## src/rtl/utf8_to_utf16_decoder_assert.svh

```systemverilog
// Assertion macros shared by the transcoder modules.
// Each expects clk and rst_n in scope.
`ifndef UTF8_TO_UTF16_DECODER_ASSERT_SVH
`define UTF8_TO_UTF16_DECODER_ASSERT_SVH

// Same-cycle implication.
`define U8U16_ASSERT_IMP(label, ante, cons, msg) \
    label: assert property (@(posedge clk) disable iff (!rst_n) (ante) |-> (cons)) \
        else $error(msg);

// Next-cycle implication.
`define U8U16_ASSERT_NXT(label, ante, cons, msg) \
    label: assert property (@(posedge clk) disable iff (!rst_n) (ante) |=> (cons)) \
        else $error(msg);

`endif

```

## src/rtl/u8u16_pkg.sv

```systemverilog
package u8u16_pkg;

    localparam logic [15:0] REPLACEMENT   = 16'hFFFD;
    localparam logic [20:0] CP_MAX        = 21'h10FFFF;
    localparam logic [20:0] CP_BMP_MAX    = 21'h00FFFF;
    localparam logic [20:0] CP_SUPP_MIN   = 21'h010000;
    localparam logic [20:0] CP_3B_MIN     = 21'h000800;
    localparam logic [20:0] CP_2B_MIN     = 21'h000080;
    localparam logic [20:0] SURR_MIN      = 21'h00D800;
    localparam logic [20:0] SURR_MAX      = 21'h00DFFF;
    localparam logic [15:0] HI_SURR_BASE  = 16'hD800;
    localparam logic [15:0] LO_SURR_BASE  = 16'hDC00;

    localparam int QUEUE_DEPTH_DEF = 4;

    // What follows the replacement units of a job.
    typedef enum logic [1:0] {
        KIND_NONE,
        KIND_UNIT,
        KIND_PAIR
    } unit_kind_t;

    // One queued job: rep replacement units, then an optional code point.
    typedef struct packed {
        logic [2:0]  rep;
        unit_kind_t  kind;
        logic [20:0] cp;
    } job_t;

endpackage

```

## src/rtl/u8u16_front.sv

```systemverilog
module u8u16_front (
    input  logic             clk,
    input  logic             rst_n,
    input  logic             accept,
    input  logic [7:0]       in_byte,
    input  logic             end_of_text,
    output logic             push,
    output u8u16_pkg::job_t  job
);
    import u8u16_pkg::*;

    `include "utf8_to_utf16_decoder_assert.svh"

    logic [7:0]  lead_reg, lead_next;
    logic [2:0]  need_reg, need_next;
    logic [1:0]  got_reg, got_next;
    logic [5:0]  tail_reg [2];

    logic [2:0]  lead_need;
    logic        tl_ascii, tl_bad, tl_hold;
    logic        pend, is_cont, complete, ok, tail_we;
    logic [20:0] cp;

    // Classify the new byte as a lead.
    always_comb
    begin
        if (in_byte inside {[8'hC0:8'hDF]})
            lead_need = 3'd2;
        else if (in_byte inside {[8'hE0:8'hEF]})
            lead_need = 3'd3;
        else if (in_byte inside {[8'hF0:8'hF7]})
            lead_need = 3'd4;
        else
            lead_need = 3'd0;
    end

    assign tl_ascii = !in_byte[7];
    assign tl_bad   = !tl_ascii && (lead_need == 3'd0 || end_of_text);
    assign tl_hold  = (lead_need != 3'd0) && !end_of_text;

    assign pend     = (need_reg >= 3'd2) && (need_reg <= 3'd4) && (got_reg <= 2'd2);
    assign is_cont  = (in_byte[7:6] == 2'b10);
    assign complete = (({1'b0, got_reg} + 3'd2) == need_reg);

    // Code point of a completed sequence and its validity.
    always_comb
    begin
        case (need_reg)
            3'd2:
            begin
                cp = {10'd0, lead_reg[4:0], in_byte[5:0]};
                ok = (cp >= CP_2B_MIN);
            end
            3'd3:
            begin
                cp = {5'd0, lead_reg[3:0], tail_reg[0], in_byte[5:0]};
                ok = (cp >= CP_3B_MIN) && ((cp < SURR_MIN) || (cp > SURR_MAX));
            end
            3'd4:
            begin
                cp = {lead_reg[2:0], tail_reg[0], tail_reg[1], in_byte[5:0]};
                ok = (cp >= CP_SUPP_MIN) && (cp <= CP_MAX);
            end
            default:
            begin
                cp = '0;
                ok = 1'b0;
            end
        endcase
    end

    always_comb
    begin
        lead_next = lead_reg;
        need_next = need_reg;
        got_next  = got_reg;
        tail_we   = 1'b0;
        job.rep   = 3'd0;
        job.kind  = KIND_NONE;
        job.cp    = {13'd0, in_byte};

        if (!pend || !is_cont)
        begin
            // Pending sequence (if any) fails, then the byte is handled on its own: ASCII, new lead or bad byte.
            if (pend)
                job.rep = {1'b0, got_reg} + 3'd1;
            need_next = 3'd0;
            got_next  = 2'd0;
            if (tl_ascii)
                job.kind = KIND_UNIT;
            if (tl_bad)
                job.rep = job.rep + 3'd1;
            if (tl_hold)
            begin
                lead_next = in_byte;
                need_next = lead_need;
            end
        end
        else if (complete)
        begin
            need_next = 3'd0;
            got_next  = 2'd0;
            if (ok)
            begin
                job.cp   = cp;
                job.kind = (cp > CP_BMP_MAX) ? KIND_PAIR : KIND_UNIT;
            end
            else
            begin
                job.rep = {1'b0, got_reg} + 3'd2;
            end
        end
        else
        begin
            tail_we  = 1'b1;
            got_next = got_reg + 2'd1;
            if (end_of_text)
                job.rep = {1'b0, got_reg} + 3'd2;
        end

        if (end_of_text)
        begin
            need_next = 3'd0;
            got_next  = 2'd0;
        end
    end

    assign push = accept && ((job.rep != 3'd0) || (job.kind != KIND_NONE));

    always_ff @(posedge clk or negedge rst_n)
    begin
        if (!rst_n)
        begin
            lead_reg <= '0;
            need_reg <= '0;
            got_reg  <= '0;
        end
        else if (accept)
        begin
            lead_reg <= lead_next;
            need_reg <= need_next;
            got_reg  <= got_next;
        end
    end

    always_ff @(posedge clk)
    begin
        if (accept && tail_we)
            tail_reg[got_reg[0]] <= in_byte[5:0];
    end

    `U8U16_ASSERT_NXT(a_end_flushes, accept && end_of_text, need_reg == 3'd0, "pending after end")
    `U8U16_ASSERT_IMP(a_got_bound, need_reg != 3'd0, ({1'b0, got_reg} + 3'd2) <= need_reg, "got overrun")

endmodule

```

## src/rtl/u8u16_queue.sv

```systemverilog
module u8u16_queue #(
    parameter int DEPTH = u8u16_pkg::QUEUE_DEPTH_DEF
) (
    input  logic             clk,
    input  logic             rst_n,
    input  logic             push,
    input  u8u16_pkg::job_t  push_job,
    output logic             full,
    input  logic             pop,
    output logic             head_valid,
    output u8u16_pkg::job_t  head_job
);
    import u8u16_pkg::*;

    `include "utf8_to_utf16_decoder_assert.svh"

    localparam int PW = (DEPTH > 1) ? $clog2(DEPTH) : 1;
    localparam int CW = $clog2(DEPTH + 1);

    job_t            slot_reg [DEPTH];
    logic [PW-1:0]   wr_reg, wr_next, rd_reg, rd_next;
    logic [CW-1:0]   count_reg, count_next;
    logic            do_pop;

    assign full       = (count_reg == CW'(DEPTH));
    assign head_valid = (count_reg != '0);
    assign head_job   = slot_reg[rd_reg];
    assign do_pop     = pop && head_valid;

    always_comb
    begin
        wr_next    = wr_reg;
        rd_next    = rd_reg;
        count_next = count_reg;
        if (push)
            wr_next = (wr_reg == PW'(DEPTH - 1)) ? '0 : wr_reg + 1'b1;
        if (do_pop)
            rd_next = (rd_reg == PW'(DEPTH - 1)) ? '0 : rd_reg + 1'b1;
        if (push && !do_pop)
            count_next = count_reg + 1'b1;
        else if (do_pop && !push)
            count_next = count_reg - 1'b1;
    end

    always_ff @(posedge clk or negedge rst_n)
    begin
        if (!rst_n)
        begin
            wr_reg    <= '0;
            rd_reg    <= '0;
            count_reg <= '0;
        end
        else
        begin
            wr_reg    <= wr_next;
            rd_reg    <= rd_next;
            count_reg <= count_next;
        end
    end

    always_ff @(posedge clk)
    begin
        if (push)
            slot_reg[wr_reg] <= push_job;
    end

    `U8U16_ASSERT_IMP(a_no_overflow, push, count_reg != CW'(DEPTH), "push into full queue")

endmodule

```

## src/rtl/u8u16_back.sv

```systemverilog
module u8u16_back (
    input  logic             clk,
    input  logic             rst_n,
    input  logic             head_valid,
    input  u8u16_pkg::job_t  head_job,
    output logic             pop,
    output logic             m_tvalid,
    input  logic             m_tready,
    output logic [15:0]      m_tdata,   // [15:0] utf16_unit
    output logic             m_tlast    // run_last
);
    import u8u16_pkg::*;

    `include "utf8_to_utf16_decoder_assert.svh"

    logic        have_reg, have_next;
    logic [2:0]  rep_reg;
    unit_kind_t  kind_reg;
    logic [20:0] cp_reg;
    logic        lo_reg;
    logic        valid_reg;
    logic [15:0] data_reg;
    logic        last_reg;

    logic        out_load, emit, job_done;
    logic [15:0] unit;
    logic        unit_last;
    logic [20:0] v;

    assign out_load = !valid_reg || m_tready;
    assign emit     = out_load && have_reg;
    assign v        = cp_reg - CP_SUPP_MIN;

    // Next unit of the current job.
    always_comb
    begin
        if (rep_reg != 3'd0)
        begin
            unit      = REPLACEMENT;
            unit_last = (rep_reg == 3'd1) && (kind_reg == KIND_NONE);
        end
        else
        begin
            case (kind_reg)
                KIND_UNIT:
                begin
                    unit      = cp_reg[15:0];
                    unit_last = 1'b1;
                end
                KIND_PAIR:
                begin
                    unit      = lo_reg ? (LO_SURR_BASE | {6'd0, v[9:0]})
                                       : (HI_SURR_BASE | {6'd0, v[19:10]});
                    unit_last = lo_reg;
                end
                default:
                begin
                    unit      = REPLACEMENT;
                    unit_last = 1'b1;
                end
            endcase
        end
    end

    assign job_done  = emit && unit_last;
    assign pop       = head_valid && (!have_reg || job_done);
    assign have_next = pop ? 1'b1 : (job_done ? 1'b0 : have_reg);

    always_ff @(posedge clk or negedge rst_n)
    begin
        if (!rst_n)
        begin
            have_reg  <= 1'b0;
            valid_reg <= 1'b0;
        end
        else
        begin
            have_reg <= have_next;
            if (out_load)
                valid_reg <= have_reg;
        end
    end

    always_ff @(posedge clk)
    begin
        if (pop)
        begin
            rep_reg  <= head_job.rep;
            kind_reg <= head_job.kind;
            cp_reg   <= head_job.cp;
            lo_reg   <= 1'b0;
        end
        else if (emit)
        begin
            if (rep_reg != 3'd0)
                rep_reg <= rep_reg - 3'd1;
            else if (kind_reg == KIND_PAIR)
                lo_reg <= 1'b1;
        end
        if (emit)
        begin
            data_reg <= unit;
            last_reg <= unit_last;
        end
    end

    assign m_tvalid = valid_reg;
    assign m_tdata  = data_reg;
    assign m_tlast  = last_reg;

    `U8U16_ASSERT_IMP(a_job_nonempty, have_reg && kind_reg == KIND_NONE, rep_reg != 3'd0, "empty job")

endmodule

```

## src/rtl/utf8_to_utf16_decoder.sv

```systemverilog
// UTF-8 to UTF-16 transcoder. One UTF-8 byte enters per word on the slave stream, with tlast on
// the final byte of the text; each byte gives zero to four UTF-16 units on the master stream, and
// tlast there marks the last unit of the byte that caused it. A byte is taken every cycle while
// the job queue (QUEUE_DEPTH entries) has room. The front decodes the byte at once and queues a
// job; the back sends its units one per cycle through an output register while the master stream
// accepts them. The first unit of a byte passes the queue slot, the back's job registers and the
// output register. Malformed input yields 0xFFFD per offending byte.
module utf8_to_utf16_decoder #(
    parameter int QUEUE_DEPTH = u8u16_pkg::QUEUE_DEPTH_DEF
) (
    input  logic        clk,
    input  logic        rst_n,
    input  logic        s_tvalid,
    output logic        s_tready,
    input  logic [7:0]  s_tdata,    // [7:0] in_byte
    input  logic        s_tlast,    // end_of_text
    output logic        m_tvalid,
    input  logic        m_tready,
    output logic [15:0] m_tdata,    // [15:0] utf16_unit
    output logic        m_tlast     // run_last
);
    import u8u16_pkg::*;

    logic  accept, push, full, pop, head_valid;
    job_t  job, head_job;

    assign s_tready = !full;
    assign accept   = s_tvalid && s_tready;

    u8u16_front u_front (
        .clk         (clk),
        .rst_n       (rst_n),
        .accept      (accept),
        .in_byte     (s_tdata),
        .end_of_text (s_tlast),
        .push        (push),
        .job         (job)
    );

    u8u16_queue #(
        .DEPTH (QUEUE_DEPTH)
    ) u_queue (
        .clk        (clk),
        .rst_n      (rst_n),
        .push       (push),
        .push_job   (job),
        .full       (full),
        .pop        (pop),
        .head_valid (head_valid),
        .head_job   (head_job)
    );

    u8u16_back u_back (
        .clk        (clk),
        .rst_n      (rst_n),
        .head_valid (head_valid),
        .head_job   (head_job),
        .pop        (pop),
        .m_tvalid   (m_tvalid),
        .m_tready   (m_tready),
        .m_tdata    (m_tdata),
        .m_tlast    (m_tlast)
    );

endmodule
```

## config.mk

```make
export PLATFORM = sky130hd
export DESIGN_NAME = utf8_to_utf16_decoder
export DESIGN_NICKNAME = d
export VERILOG_FILES = /design/src/rtl/u8u16_pkg.sv /design/src/rtl/u8u16_front.sv /design/src/rtl/u8u16_queue.sv /design/src/rtl/u8u16_back.sv /design/src/rtl/utf8_to_utf16_decoder.sv
export VERILOG_INCLUDE_DIRS = /design/src /design/src/rtl
export SDC_FILE = /design/constraint.sdc
export NUM_CORES = 1
export LEC_CHECK = 0
export ABC_AREA = 1
export BUFFER_PORTS_ARGS = -buffer_cell sky130_fd_sc_hd__buf_2
export CAP_MARGIN = 15
export CORE_MARGIN = 10
export CORE_UTILIZATION = 59
export CTS_CLUSTER_SIZE = 20
export DETAILED_ROUTE_END_ITERATION = 6
export HOLD_SLACK_MARGIN = 0.03
export PLACE_DENSITY = 0.76
export SLEW_MARGIN = 20
export SYNTH_ARGS = -nofsm -noshare
export SYNTH_HDL_FRONTEND = slang
export SYNTH_HIERARCHICAL = 1
export SYNTH_SLANG_ARGS = --single-unit
```

## constraint.sdc

```tcl
create_clock -name clk -period 3.65 [get_ports clk]
set_clock_uncertainty 0.15 [all_clocks]
set_input_delay 0.1825 -clock clk [delete_from_list [all_inputs] [get_ports clk]]
set_output_delay 0.1825 -clock clk [all_outputs]
set_load 0.02 [all_outputs]
```

# == Yosys cells after proc, flatten, opt, wreduce, memory -nomap -nowiden ==
# Memories as Yosys holds them, arrays and structs flattened.
# Index checks and enable logic that the tools add are counted.
# word_totals
latch_bits,0
mem_bits_ro,0
mem_count,2
output_inout_bits,19
mem_bits_rw,116
regBits,62
elab_cells,146
in_bits,13
# mem_list
name,words,width,read_ports,rd_ports_with_merged_regs,write_ports,line_no,rtl
u_queue.slot_reg,4,26,1,0,1,u8u16_queue.sv:20,job_t slot_reg [DEPTH];
u_front.tail_reg,2,6,2,0,1,u8u16_front.sv:17,logic [5:0] tail_reg [2];
# classes
div,0
add_sub_neg,10
magnitude_cmp,16
shift,0
n_reduce_logical,49
eq_ne,11
n_bitwise,1
n_mul,0
muxes,43
# op_table
cell,count
one-hot mux 21 bit (3 select lines),1
2-to-1 mux 3 bit,18
2-to-1 mux 23 bit,2
one-hot mux 16 bit (2 select lines),1
>= comparator 8 bit (second input constant),3
<= comparator 8 bit (second input constant),3
>= comparator 21 x 17 -> 1 bit (second input constant),1
greater-than comparator 21 x 16 -> 1 bit (second input constant),1
<= comparator 21 bit (second input constant),1
2-to-1 mux 21 bit,1
subtractor 20 x 17 -> 20 bit (second input constant),1
logical AND 1 bit,19
>= comparator 16 x 12 -> 1 bit (second input constant),1
greater-than comparator 16 bit (second input constant),1
< comparator 16 bit (second input constant),1
nonzero test 3 bit,5
2-to-1 mux 2 bit,6
>= comparator 11 x 8 -> 1 bit (second input constant),1
2-to-1 mux 1 bit,11
2-to-1 mux 11 bit,1
nonzero test 2 bit,5
== test 2 bit (second input constant),4
zero test 1 bit,8
adder 2 x 1 -> 2 bit (second input constant),3
20 further kinds,31

# == Depth between registers and ports, before layout ==
# logic_depth
depth_word,17
ltp_mapped,20
depth_no_buf,20

# == Hierarchy ==
# The synthesis kept the hierarchy.
# by_module_without_submodules
module,area_per_inst_um2,n_inst,seq_area_each_um2,cells_each
u8u16_queue,4678.2,1,3298.2,358
u8u16_back,1865.5,1,1331.3,146
u8u16_front,1532.7,1,610.6,190
utf8_to_utf16_decoder,13.8,1,0.0,3

# == Worst setup path after synthesis ==
# No wires, ideal clock.
# synth_timing
path_type,register to register
from,reg u_front.got_reg[0]
to,"mem u_queue/slot_reg[0][0] (netlist name), enable pin"
path_stages_with_launch,13
n_path_buf,0
arrival_time_ps,2508
slack_ps,611
setup_ps,381
period_less_slack_ps,3039
required_time_ps,3119
path_cell_list,dfrtp_1 ha_1 nand3_1 inv_1 ha_1 nand3_1 nand2_1 nor2_1 nor2_1 nor2_1 a21oi_1 nand2_1 inv_1
# synth_via
elab_chain_cells,12
word_cells_on_any_way,22
cone_classes,add/sub: 3; order compare: 1; eq/ne: 1; mux: 10; reduce/logical: 7
# synth_lines
element,line_no,rtl
from (decl),u8u16_front.sv:16,"logic [1:0] got_reg, got_next;"
from (signal assigned),u8u16_front.sv:142,got_reg <= got_next;
<= comparator 2 bit,u8u16_front.sv:41,assign pend = (need_reg >= 3'd2) && (need_reg <= 3'd4) && (got_reg <= 2'd2);
logical AND 1 bit,u8u16_front.sv:41,
2-to-1 mux 3 bit,u8u16_front.sv:85,if (pend)
2-to-1 mux 3 bit,u8u16_front.sv:82,if (!pend || !is_cont)
adder 3 x 1 -> 3 bit,u8u16_front.sv:92,job.rep = job.rep + 3'd1;
2-to-1 mux 3 bit,u8u16_front.sv:91,if (tl_bad)
2-to-1 mux 5 bit (*),u8u16_front.sv:82,
nonzero test 3 bit,u8u16_front.sv:128,assign push = accept && ((job.rep != 3'd0) || (job.kind != KIND_NONE));
logical OR 1 bit (*),u8u16_front.sv:128,
logical AND 1 bit (*),u8u16_front.sv:128,
named net push,utf8_to_utf16_decoder.sv:24,"logic accept, push, full, pop, head_valid;"
2-to-1 mux 1 bit (*),u8u16_queue.sv:63,if (push)
2-to-1 mux 1 bit (implied by the code) (*),u8u16_queue.sv:64,slot_reg[wr_reg] <= push_job;
to (decl),u8u16_queue.sv:20,
# Mark *: on every way through the listed nets, which the timed path passes. The rest lies on a longest branch. The select of a mux whose other input is x is not followed.

==> metrics.txt <==
status finished clean; power per cell area 736 mW/mm^2; worst setup margin about 500 ps; minimum clock period 3150 ps; Synth Area per Inst ~12 um^2; Min Hold Slack 81.9 ps; P_leak around 3.5 nW; Post-Syn Area 0.00793 mm^2; first-pass GRT wire length 24.3 mm; CP Cell Sequence ha_1, inv_1, nand2_4, nor2_1, ha_1, nand3_1, o21ai_1, nand3_1, nand2_1, nor2_1, a21oi_1, buf_4, ha_1, inv_1, fa_1, nand2_1, nand3_1, nand2_1, nand2_1; worst reg2reg endpoint u_queue/count_reg[2]; largest net degree at the start of global routing 82; maximum buffer depth of the clock tree 2; grt total ovfl 0; Die W 136 um; final RePlAce weighted congestion 0.874; Crit path required time 3820 ps; most used cell along the critical path nand2_1; initial drt markers approximately 320; flip-flop count of the largest register after layout 100; Starting Density around 60%; Mapped Cells 685; clock insertion delay at the later pin of the skew report ~420 ps; initial antenna violation count 0; routed wire length 14.6 mm; Fin. Hold Viols 0; layout cells sized above 1 17.5%; Avg WL per Cell 16.0 um; Slew @ Worst Pin 694 ps; CTS Hold Bufs 10; Post-CTS Setup Inserts 0; slowest stage delay, CP 480 ps; I/O pin count 32; Final Max Slew Viols 0; unrepaired setup endpoints after global routing false; Root Buffer clkbuf_16; # setup viols final 0; n_diodes 0; number of gates resized after CTS 0; TritonCTS clock tree yes; f_max 318 MHz; Setup crit end u_queue/count_reg[2]; slowest CP cell dfrtp_1; Setup crit start u_front/got_reg[0]; yosys warns 6; Area growth syn-to-layout 11.1%; post-route ant nets 0; DRC violations left 0; FP Rows 42; vias per cell 5.39; sink count of the clock tree ~170; Std-Cell Core Area 0.0132 mm^2; final net count 756; R2R depth 19; Port Buffer Count 31; max_cap viols 0; Setup CP Type register to register; fin crit share 86.2%; Worst-path clk slew 60 ps; H-Tree Depth 4; pre-CTS setup slack between 500 and 600 ps; Worst Setup End Kind register; syn nets about 700; Worst Setup Start Kind register; DIE AREA 0.0185 mm^2; Worst Path Max Fanout 9; Worst R2R Start u_front/got_reg[0]; total number of vias 4925; Hold Crit Class input port to register; number of global-route vias before repair 4908; total CTS buffers 17; max_slew headroom 53.4%; gr usage total about 17%; setup_tns 0 ps; final core utilization 66.8%; HPWL Detailed 9.86 mm; Pre-Repair DR Iteration Count 5; crit path DAT approximately 3300 ps; Peak VDD IR ~0.29 mV; Worst R2R Setup Slack 500 ps; die height 136 um
## through the flow
| step | power (W) | std cells | instance area, um^2 |
|---|---|---|---|
| after floorplan | 0.00448 | 685 | 7930 |
| after global placement | 0.00482 | 873 | 8200 |
| after detailed placement | 0.00492 | 873 | 8200 |
| after CTS | 0.00652 | 913 | 8810 |
| after global routing | 0.00689 | 913 | 8810 |
| final | 0.00649 | 913 | 8810 |
## critical path, delay by kind of cell, from the launching register on
family | cells | cell delay, ps
AO/OA/AOI/OAI | 2 | 230
buffers and inverters | 3 | 360
adder cells (fa/ha/maj) | 4 | 980
flip-flops | 1 | 480
AND/OR/NAND/NOR | 10 | 850
## worst min-delay path by stage
stage / startpoint / end / cells after the start
6_report: s_tdata[6] / u_front/need_reg[1] / 5
5_1_grt: s_tdata[6] / u_front/need_reg[1] / 5
4_1_cts: s_tdata[6] / u_front/need_reg[2] / 5
3_5_place_dp: rst_n / u_back/m_tvalid / 1
3_3_place_gp: rst_n / u_back/have_reg / 1
2_1_floorplan: rst_n / u_back/have_reg / 0
## metal layers
layer	share of wire, %	GRT usage (%)	vias up	wire, um
met5	0	0	-	0
met4	1.1	5.68	0	153
met3	6.2	4.10	13	898
met2	51	28.1	148	7400
met1	42	20.6	2363	6120
li1	-	-	2401	-
## power by group
part / leakage [nW] / internal, W / switching, W / total, W
registers: 1.63 / 0.00277 / 0.000236 / 0.00301
clock network: 0.252 / 0.000912 / 0.000680 / 0.00159
logic: 1.60 / 0.000593 / 0.00129 / 0.00188
## cell type report
class,count,area (um^2)
timing repair buffer,51,343
clock buffer,19,433
clock inverter,11,77.6
sequential,174,5120
tap,176,220
inverter,105,399
multi-input combinational,377,2210
fill,959,4380
## layout by cell type (no fill, tap or decap), types with 2 or more instances in the layout
cell and count:
nand3_1 24, clkbuf_16 17, inv_1 92, a21oi_1 17, buf_4 9, buf_2 31, nand3_4 2, nor2_1 31
nand2_2 3, nor3_1 4, a31oi_4 3, a21oi_2 3, a221oi_1 2, nand4_1 2, nor2_2 9, o21ai_0 11
clkinv_2 5, nand2_4 5, nor2_4 2, ha_1 16, clkinv_1 5, edfxtp_1 154, dlygate4sd3_1 10, a22oi_1 5
inv_2 10, nand2_1 163, nor4_1 2, clkbuf_1 2, xnor2_1 2, nand3_2 2, inv_4 2, o211ai_1 31
o21ai_1 8, o211ai_2 19, or2_1 2, dfrtp_1 18
(Power assumes the default switching activity.)
